$ cat config.mk
export PLATFORM = sky130hd
export DESIGN_NAME = iadl_mod
export DESIGN_NICKNAME = d
export VERILOG_FILES = /design/src/sv/interpolating_audio_delay_line_unit_defines.svh /design/src/sv/iadl_pkg.sv /design/src/sv/iadl_mod.sv
export SDC_FILE = /design/constraint.sdc
export NUM_CORES = 1
export LEC_CHECK = 0
export BUFFER_PORTS_ARGS = -buffer_cell sky130_fd_sc_hd__buf_2
export CORE_MARGIN = 5
export CORE_UTILIZATION = 59
export CTS_CLUSTER_SIZE = 40
export DETAILED_ROUTE_END_ITERATION = 16
export GPL_ROUTABILITY_DRIVEN = 0
export PLACE_DENSITY = 0.82
export SLEW_MARGIN = 20
export SYNTH_ARGS = -nofsm -noshare
export SYNTH_HDL_FRONTEND = slang
export SYNTH_SLANG_ARGS = --single-unit
$ cat constraint.sdc
create_clock -name clock -period 7.75 [get_ports clock]
set_clock_uncertainty 0.05 [all_clocks]
set_input_delay 2.325 -clock clock [delete_from_list [all_inputs] [get_ports clock]]
set_output_delay 2.325 -clock clock [all_outputs]
set_load 0.05 [all_outputs]
$ cat src/sv/interpolating_audio_delay_line_unit_defines.svh
// Assertion macros for the delay line unit
`ifndef INTERPOLATING_AUDIO_DELAY_LINE_UNIT_DEFINES_SVH
`define INTERPOLATING_AUDIO_DELAY_LINE_UNIT_DEFINES_SVH

// condition implies consequence in the same cycle
`define IADL_ASSERT_IMP(label, clk, rst, pre, post) \
   label: assert property (@(posedge clk) disable iff (rst) (pre) |-> (post)) \
      else $error("iadl: implication check failed");

// condition implies consequence in the next cycle
`define IADL_ASSERT_NXT(label, clk, rst, pre, post) \
   label: assert property (@(posedge clk) disable iff (rst) (pre) |=> (post)) \
      else $error("iadl: next-cycle check failed");

`endif

$ cat src/sv/iadl_pkg.sv
package iadl_pkg;

   localparam int DEPTH_DEF       = 16384;
   localparam int SAMPLE_BITS_DEF = 24;
   localparam int FRAC_BITS_DEF   = 16;

   localparam int MODE_BITS  = 3;
   localparam int IDX_BITS   = 32;
   localparam int AGO_BITS   = 31;
   localparam int CSR_BITS   = 15;
   localparam int LEN_RESET  = 16384;

   // signed dividend seen by the index reduction unit
   localparam int DIV_BITS   = 33;

   typedef enum logic [MODE_BITS-1:0] {
      MODE_RING_WR  = 3'd0,
      MODE_READ_AGO = 3'd1,
      MODE_ABS_WR   = 3'd2,
      MODE_ABS_RD   = 3'd3,
      MODE_LINEAR   = 3'd4,
      MODE_HERMITE  = 3'd5
   } mode_type;

   typedef struct packed {
      logic busy;
      logic done;
   } mod_status_type;

endpackage

$ cat src/sv/iadl_mod.sv
module iadl_mod #(
   parameter int LEN_BITS  = 15,
   parameter int ADDR_BITS = 14
) (
   input  logic                                 clock,
   input  logic                                 reset,
   input  logic                                 start,
   input  logic signed [iadl_pkg::DIV_BITS-1:0] dividend,
   input  logic [LEN_BITS-1:0]                  len,
   output logic [ADDR_BITS-1:0]                 result,
   output iadl_pkg::mod_status_type             status
);
   import iadl_pkg::*;

   localparam int CNT_BITS = $clog2(DIV_BITS + 1);

   logic [CNT_BITS-1:0]  cnt_ff, cnt_in;
   logic                 done_ff, done_in;
   logic                 neg_ff, neg_in;
   logic [DIV_BITS-1:0]  mag_ff, mag_in;
   logic [LEN_BITS-1:0]  rem_ff, rem_in;
   logic [ADDR_BITS-1:0] res_ff, res_in;

   logic [LEN_BITS:0]    shifted;
   logic [LEN_BITS-1:0]  rem_nx;
   logic [LEN_BITS-1:0]  fixed;

   // restoring step: one dividend bit a cycle
   always_comb begin
      shifted = {rem_ff, mag_ff[DIV_BITS-1]};
      if (shifted >= {1'b0, len}) begin
         rem_nx = LEN_BITS'(shifted - {1'b0, len});
      end else begin
         rem_nx = LEN_BITS'(shifted);
      end
      if (neg_ff && (rem_nx != '0)) begin
         fixed = len - rem_nx;
      end else begin
         fixed = rem_nx;
      end
   end

   always_comb begin
      cnt_in  = cnt_ff;
      done_in = 1'b0;
      neg_in  = neg_ff;
      mag_in  = mag_ff;
      rem_in  = rem_ff;
      res_in  = res_ff;
      if (start) begin
         cnt_in = CNT_BITS'(DIV_BITS);
         neg_in = dividend[DIV_BITS-1];
         mag_in = dividend[DIV_BITS-1] ? DIV_BITS'(-dividend) : DIV_BITS'(dividend);
         rem_in = '0;
      end else if (cnt_ff != '0) begin
         cnt_in = cnt_ff - 1'b1;
         mag_in = {mag_ff[DIV_BITS-2:0], 1'b0};
         rem_in = rem_nx;
         if (cnt_ff == CNT_BITS'(1)) begin
            done_in = 1'b1;
            res_in  = ADDR_BITS'(fixed);
         end
      end
   end

   always_ff @(posedge clock) begin
      if (reset) begin
         cnt_ff  <= '0;
         done_ff <= 1'b0;
      end else begin
         cnt_ff  <= cnt_in;
         done_ff <= done_in;
      end
      neg_ff <= neg_in;
      mag_ff <= mag_in;
      rem_ff <= rem_in;
      res_ff <= res_in;
   end

   assign result      = res_ff;
   assign status.busy = (cnt_ff != '0);
   assign status.done = done_ff;

endmodule

# Word-level counts from Yosys, hierarchy flattened
# Cells that the tools add are included.
# totals
reg_bits	70
wordCells	30
# classes
n_addsub	4
magnitude_cmp	1
n_eq_ne	1
muxes	8
bitwise	2
reduce_logical	7
# op_table
operator	n
$mux 33	3
$neg 33->33	1
$ge 16x15->1	1
$mux 15	1
$reduce_bool 15->1	1
$sub 15x15->15	1
$mux 14	1
$sub 14x14->14	1
$mux 6	2
$eq 6x1->1 const B	1
$reduce_bool 6->1	1
$sub 6x1->6 const B	1
$reduce_and 3->1	1
$reduce_or 3->1	1
$not 1->1	2
$reduce_bool 2->1	1
$reduce_or 2->1	1
$logic_and 1x1->1	1
$mux 1	1

# Depth between registers and ports, before layout
# Gate-level depths: netlist of the first run.
# depth
ltp_word	5
ltp_mapped	20
ltp_nobuf	18

# Worst setup path after synthesis of the first run
# No wires, ideal clock.
# synth_timing
kind	input to register
from	in len[7]
to	reg res_ff[13] (netlist: result[13]), data pin
t_arrival_ps	6155
required_time_ps	7439
setup_slack_ps	1283
stages	19
n_path_buf	2
path_cell_list	clkbuf_1 -> inv_1 -> ha_1 -> a21o_1 -> a31o_4 -> a211oi_4 -> and3_1 -> buf_6 -> nor2_1 -> a21oi_1 -> ha_1 -> or2_2 -> o31a_1 -> a21oi_1 -> o31ai_4 -> or4b_4 -> a41oi_2 -> mux2i_1 -> xnor2_1
# synth_via
elab_chain_cells	5
word_cells_on_any_way	7
# synth_lines
item	line	text
start: declaration	iadl_mod.sv:9	input logic [LEN_BITS-1:0] len,
branches (longest 4 deep; another with $sub 15x15->15)	-	
$mux 14 (*)	iadl_mod.sv:36	if (neg_ff && (rem_nx != '0)) begin
net fixed[13]	iadl_mod.sv:26	logic [LEN_BITS-1:0] fixed;
end signal: assignment	iadl_mod.sv:77	res_ff <= res_in;
end: declaration	iadl_mod.sv:22	logic [ADDR_BITS-1:0] res_ff, res_in;
# Mark *: on every way through the listed nets, which the timed path passes.
# A chain may end at the register's enable or synchronous reset.

# Worst setup path after layout of the first run
# layout_timing
from	in len[5]
to	reg res_ff[13] (netlist: result[13]), data pin
# The elaborated chain is that of the path after synthesis.

==> impl_metrics.csv, run 1 <==
group,metric,value,unit
synth,synthDominantCellAreaShare,26.5,%
synth,postSynthNetCount,692,
setup_path,r2r_setup_slack,2.93,ns
global_routing,grt_antenna_before_repair,0,
pwr,leak_pwr,2.47,nW
synth,postSynthAreaPerCell,8.88,um^2
setup_path,critPathArrivalTime,6.73,ns
die,floorplan.initialDensity,59.8,%
synth,netlist_instances,613,
detailed_routing,route.antenna.remaining_nets,0,
place,dpl-instance-area,5820,um^2
detailed_routing,route.vias.total,4899,
clocking,max-clock-path-buffers,2,
die,floorplan.die.width,106,um
place,post-place-ws,0.829,ns
hold_path,min_path_type,"reg2reg",
clocking,cts_tree,"done",
place,dpl.cell_count,768,
die,floorplan.core_area,9110,um^2
setup_path,setup.worst_path.end_class,"flip-flop",
clocking,clock_tree.root_cell,"sky130_fd_sc_hd__clkbuf_8",
timing,finalHoldViolCount,0,
timing,timing.final.max_slew_violations,0,
synth,synth_seq_area_share,34.6,%
clocking,clock_tree_sinks,70,
setup_path,worst_r2r_path_depth,16,
timing,max_clock_freq,150,MHz
clocking,path_clk_slew,0.08,ns
cells_and_area,final_cell_area,6020,um^2
setup_path,crit_path_cell_trace,"buf_2 -> inv_1 -> ha_1 -> a21o_1 -> a31o_4 -> a211oi_4 -> and3_1 -> nor2_1 -> a21oi_1 -> ha_1 -> or2_2 -> o31a_1 -> a21oi_1 -> o31ai_4 -> or4b_4 -> a41oi_2 -> mux2i_1 -> xnor2_1",
cells_and_area,layout-drive-gt1-share,17.8,%
timing,finalWorstSetupSlack,1.08,ns
clocking,clock_insertion_delay_worst_skew,0.36,ns
synth,synthArstFlopShare,0,%
cells_and_area,layout_common_cells,"sky130_fd_sc_hd__nor2_1, sky130_fd_sc_hd__buf_2, sky130_fd_sc_hd__a21oi_1",
global_routing,grt_usage,24.7,%
die,dieArea,11300,um^2
global_routing,residual_overflow_from_global_routing,0,
cells_and_area,final-instance-count-excl-fill,784,
setup_path,cpMaxStageDelayCell,"sky130_fd_sc_hd__or4b_4",
die,dieHeight,106,um
pwr,pwr_density_cell,414,nW/um^2
die,io_pins,67,
cells_and_area,antenna_cells,0,
hold_path,hold_depth,2,
setup_path,critPathLaunchType,"input pin",
timing,timing.max_slew.rel_slack,28.4,%
synth,synth_edf_count,48,
place,place.port_buffers,66,
timing,final.setup.tns,0,ns
cells_and_area,layout.nets,747,
hold_path,timing.hold.worst_endpoint,"cnt_ff[1]",
global_routing,pin_count_of_the_biggest_net_entering_global_routing,57,
pwr,vdd.ir_drop.worst,0.227,mV
detailed_routing,drc,0,
timing,rsz0062_at_grt,"no",
setup_path,timing.rr.start,"rem_ff[6]",
cells_and_area,flow.area_growth_from_synthesis,10.5,%
setup_path,critPathKind,"in2reg",
timing,fin_crit_sh,86.1,%
global_routing,grt_pass1_wl,22600,um
setup_path,rr_endpoint,"result[13]",
cells_and_area,leading_cell_type_in_the_layout_fill_and_taps_excluded,"sky130_fd_sc_hd__nor2_1",
clocking,quantity_of_gates_resized_following_cts,0,
synth,synth.area.top_cells,"sky130_fd_sc_hd__edfxtp_1, sky130_fd_sc_hd__dfxtp_1, sky130_fd_sc_hd__ha_1, sky130_fd_sc_hd__nor2_1, sky130_fd_sc_hd__a21oi_1",
clocking,cts_inserted_buffers,9,
job,drv_cap,0,
synth,synth.largest_area_cell,"sky130_fd_sc_hd__edfxtp_1",
clocking,postCtsSetupBuffers,0,
setup_path,peak_fanout_along_the_critical_path,10,
setup_path,critPathRequiredTime,7.81,ns
synth,synth_cell_type_count,72,
clocking,cts_hold_buf,0,
synth,netlist_area,5450,um^2
hold_path,min_from,"cnt_ff[1]",
timing,final.min_clock_period,6.67,ns
outcome,run_status,"finished clean",
detailed_routing,via_per_inst,6.25,
timing,tightestPinTransition,1.07,ns
place,hpwl,9980,um
detailed_routing,finalWirelength,13500,um
detailed_routing,first_pass_iters,7,
synth,synth-seq-cells,70,
timing,setup_viol,0,
synth,yosys_most_used_dff,"sky130_fd_sc_hd__edfxtp_1",
die,row_count,35,
detailed_routing,wire_per_inst,17.2,um
clocking,htree_num_levels,3,
setup_path,worst_path_largest_cell_delay,0.53,ns
cells_and_area,num-fill-cells,748,
synth,ys.warnings.count,0,
detailed_routing,number_of_drc_markers_after_the_initial_detailed_route_iteration,406,
global_routing,first_global_vias,4777,
-- worst max-delay path: cells and delay by family --
kind | cells | cell delay, ns
simple gates | 4 | 1.20
mux | 1 | 0.27
compound gates | 8 | 1.96
xor+xnor | 1 | 0.10
buf+inv | 2 | 0.22
fa+ha+maj | 2 | 0.66
-- worst max-delay path by stage --
stage | end | cells past startpoint | startpoint
2_1_floorplan | result[13] | 19 | len[7]
3_3_place_gp | result[13] | 18 | len[5]
3_5_place_dp | result[13] | 18 | len[7]
4_1_cts | result[13] | 18 | len[7]
5_1_grt | result[13] | 18 | len[5]
6_report | result[13] | 18 | len[5]
-- cell families (layout without fill, tap and decap cells) --
logic type,after synthesis,in the layout,synth area share (%)
compound gates,173,173,22.3
xor+xnor,54,54,8.69
fa+ha+maj,29,29,6.76
buf+inv,67,127,5.12
flops,70,70,34.6
mux,18,18,3.93
simple gates,202,202,18.6
-- through the flow --
step,hold WS [ns],utilization [%],power (mW)
6_report,0.474,66.1,2.49
3_5_place_dp,0.465,63.9,2.14
5_1_grt,0.517,66.1,2.67
3_3_place_gp,0.455,63.9,2.09
4_1_cts,0.475,66.0,2.45
2_1_floorplan,0.427,-,1.84
-- area by class of cell --
cell class,instances,area [um^2],share of cell area (%)
clock buffers,10,128,2.12
clock inverters,6,62.6,1.04
inverters,42,158,2.62
multi-input cells,476,3300,54.8
flip-flops and latches,70,1880,31.3
well taps,111,139,2.31
repair buffers,69,353,5.86
-- flip-flops by register name (all words and copies together) (netlist names) --
| name | cells |
|---|---|
| cnt_ff | 6 |
| done_ff | 1 |
| mag_ff | 33 |
| neg_ff | 1 |
| rem_ff | 15 |
| result | 14 |
-- routing by layer --
metal | vias to the layer above | part of all wire [%] | GRT usage (%)
met4 | 0 | 3.1 | 8.23
met3 | 48 | 6.8 | 5.71
li1 | 2372 | - | -
met5 | - | 0 | 0
met2 | 209 | 46 | 40.1
met1 | 2270 | 44 | 32.7
-- synth_stat cells (6+ instances only) --
master	n
sky130_fd_sc_hd__nor2_1	80
sky130_fd_sc_hd__a21oi_1	57
sky130_fd_sc_hd__edfxtp_1	48
sky130_fd_sc_hd__inv_1	42
sky130_fd_sc_hd__nand2_1	38
sky130_fd_sc_hd__xnor2_1	28
sky130_fd_sc_hd__ha_1	27
sky130_fd_sc_hd__xor2_1	26
sky130_fd_sc_hd__dfxtp_1	22
sky130_fd_sc_hd__o21ai_0	22
sky130_fd_sc_hd__clkbuf_1	14
sky130_fd_sc_hd__a211oi_1	13
sky130_fd_sc_hd__nor3_1	13
sky130_fd_sc_hd__o21a_1	11
sky130_fd_sc_hd__o2111ai_1	10
sky130_fd_sc_hd__o31ai_1	10
sky130_fd_sc_hd__mux2i_1	9
sky130_fd_sc_hd__a31oi_1	8
sky130_fd_sc_hd__mux2_2	7
sky130_fd_sc_hd__or2_2	7
sky130_fd_sc_hd__and3_1	6
sky130_fd_sc_hd__nand3_1	6
sky130_fd_sc_hd__nand4_1	6
sky130_fd_sc_hd__nor4_1	6
-- power breakdown --
group / total, mW / switching [mW] / internal (mW)
clock: 0.297 / 0.148 / 0.148
sequential: 0.583 / 0.0560 / 0.527
combinational: 1.61 / 0.973 / 0.636
(Power assumes the default switching activity.)
==> run 2, diff against run 1 <==
- BUFFER_PORTS_ARGS: -buffer_cell sky130_fd_sc_hd__buf_2 -> -buffer_cell sky130_fd_sc_hd__clkbuf_2
==> impl_metrics.csv, run 2 (same netlist as run 1, synthesis figures left out) <==
group,metric,value,unit
die,dieArea,11300,um^2
setup_path,critPathLaunchType,"input pin",
timing,finalWorstSetupSlack,1.13,ns
place,place.port_buffers,66,
detailed_routing,first_pass_iters,5,
timing,timing.max_slew.rel_slack,30.3,%
clocking,clock_tree_sinks,70,
detailed_routing,route.vias.total,4983,
setup_path,critPathKind,"in2reg",
cells_and_area,max_flop_register,"mag_ff",
clocking,postCtsSetupBuffers,0,
clocking,clock_insertion_delay_worst_skew,0.35,ns
cells_and_area,largest_register_ff_count,33,
setup_path,cp_top_family,"compound AO/OA/AOI/OAI gates",
timing,rsz0062_at_grt,"no",
global_routing,first_global_vias,4836,
pwr,leak_pwr,2.50,nW
setup_path,cpMaxStageDelayCell,"sky130_fd_sc_hd__or4b_4",
hold_path,min_path_type,"reg2reg",
pwr,power,2.55,mW
place,hpwl,10200,um
setup_path,setup.worst_path.end_class,"flip-flop",
job,drv_cap,0,
setup_path,crit_path_cell_trace,"clkbuf_2 -> inv_1 -> ha_1 -> a21o_1 -> a31o_4 -> a211oi_4 -> and3_1 -> nor2_1 -> a21oi_1 -> ha_1 -> or2_2 -> o31a_1 -> a21oi_1 -> o31ai_4 -> or4b_4 -> a41oi_2 -> mux2i_1 -> xnor2_1",
die,floorplan.initialDensity,59.8,%
clocking,cts_tree,"done",
clocking,clock_tree.root_cell,"sky130_fd_sc_hd__clkbuf_8",
timing,fin_crit_sh,85.4,%
detailed_routing,via_per_inst,6.36,
setup_path,worst_r2r_path_depth,16,
cells_and_area,layout_common_cells,"sky130_fd_sc_hd__nor2_1, sky130_fd_sc_hd__clkbuf_2, sky130_fd_sc_hd__a21oi_1",
cells_and_area,leading_cell_type_in_the_layout_fill_and_taps_excluded,"sky130_fd_sc_hd__nor2_1",
die,row_count,35,
die,floorplan.core_area,9110,um^2
global_routing,pin_count_of_the_biggest_net_entering_global_routing,57,
die,floorplan.die.width,106,um
setup_path,critPathArrivalTime,6.65,ns
setup_path,rr_endpoint,"result[13]",
timing,finalHoldViolCount,0,
pwr,vdd.ir_drop.worst,0.188,mV
clocking,quantity_of_gates_resized_following_cts,0,
cells_and_area,final-instance-count-excl-fill,784,
cells_and_area,multi_input_area,3300,um^2
cells_and_area,layout.nets,747,
hold_path,min_from,"cnt_ff[1]",
clocking,path_clk_slew,0.08,ns
cells_and_area,antenna_cells,0,
timing,tightestPinTransition,1.05,ns
timing,final.setup.tns,0,ns
global_routing,residual_overflow_from_global_routing,0,
detailed_routing,route.antenna.remaining_nets,0,
outcome,run_status,"finished clean",
detailed_routing,number_of_drc_markers_after_the_initial_detailed_route_iteration,474,
detailed_routing,drc,0,
timing,final.min_clock_period,6.62,ns
clocking,htree_num_levels,3,
timing,max_clock_freq,151,MHz
cells_and_area,flow.area_growth_from_synthesis,11.3,%
place,dpl.cell_count,768,
hold_path,hold_depth,2,
timing,setup_viol,0,
setup_path,peak_fanout_along_the_critical_path,10,
setup_path,r2r_setup_slack,2.97,ns
pwr,pwr_density_cell,420,nW/um^2
setup_path,worst_path_largest_cell_delay,0.52,ns
cells_and_area,sequential_cell_area,1880,um^2
place,post-place-ws,0.870,ns
setup_path,critPathRequiredTime,7.79,ns
global_routing,grt_usage,24.5,%
die,dieHeight,106,um
cells_and_area,layout-drive-gt1-share,18.0,%
setup_path,cp_num_buf_inv,2,
cells_and_area,final_core_occ,66.5,%
setup_path,worstSetupPathDepth,18,
timing,timing.final.max_slew_violations,0,
clocking,cts_inserted_buffers,9,
global_routing,grt_antenna_before_repair,0,
die,io_pins,67,
global_routing,grt_pass1_wl,22600,um
detailed_routing,wire_per_inst,17.5,um
cells_and_area,num-fill-cells,727,
setup_path,timing.rr.start,"rem_ff[6]",
hold_path,timing.hold.worst_endpoint,"cnt_ff[1]",
detailed_routing,finalWirelength,13700,um
clocking,max-clock-path-buffers,2,
clocking,cts_hold_buf,0,
-- run 2: cell types whose count changed in the layout (fill, tap and decap cells not counted), moves of 2 or more --
cell,change
sky130_fd_sc_hd__buf_2,-66
sky130_fd_sc_hd__clkinv_2,-2
sky130_fd_sc_hd__clkbuf_2,+66
sky130_fd_sc_hd__clkbuf_16,+2
-- run 2: final cells by class --
| cell class | count | share of cell area [%] |
|---|---|---|
| multi-input combinational | 476 | 54.4 |
| tap | 111 | 2.29 |
| clock buffer | 11 | 2.87 |
| clock inverter | 5 | 0.991 |
| sequential | 70 | 31.0 |
| timing repair buffer | 69 | 5.82 |
| inverter | 42 | 2.60 |
-- run 2: stage by stage --
stage	hold slack, ns	cell area [um^2]
detailed placement	0.463	5820
floorplan	0.427	5450
global placement	0.455	5820
finish	0.473	6060
CTS	0.474	6050
global route	0.511	6060
-- run 2: where the power goes --
group | total (mW) | switching [mW] | internal, mW
sequential | 0.585 | 0.0576 | 0.527
combinational | 1.62 | 0.986 | 0.636
clock | 0.340 | 0.151 | 0.189
-- run 2: per-layer routing --
layer | share of wire [%] | GRT usage (%) | up-vias | wire (um)
li1 | - | - | 2374 | -
met1 | 43 | 32.9 | 2319 | 5860
met2 | 46 | 38.7 | 245 | 6270
met3 | 7.7 | 4.86 | 45 | 1050
met4 | 3.7 | 10.3 | 0 | 507
met5 | 0 | 0 | - | 0
-- run 2: worst max-delay path by stage --
| stage | start | end | slack, ns |
|---|---|---|---|
| 2_1_floorplan | len[7] | result[13] | 1.28 |
| 3_3_place_gp | len[5] | result[13] | 1.05 |
| 3_5_place_dp | len[5] | result[13] | 0.87 |
| 4_1_cts | len[7] | result[13] | 1.23 |
| 5_1_grt | len[5] | result[13] | 0.81 |
| 6_report | len[5] | result[13] | 1.13 |
-- run 2: worst reg2reg max path, delay by kind of cell (launching register included) --
kind                     cells  cell delay [ns]
AO/OA/AOI/OAI                8             1.89
flip-flops                   1             0.43
adder cells (fa/ha/maj)      2             0.60
XOR/XNOR                     1             0.08
multiplexers                 1             0.24
AND/OR/NAND/NOR              4             1.21
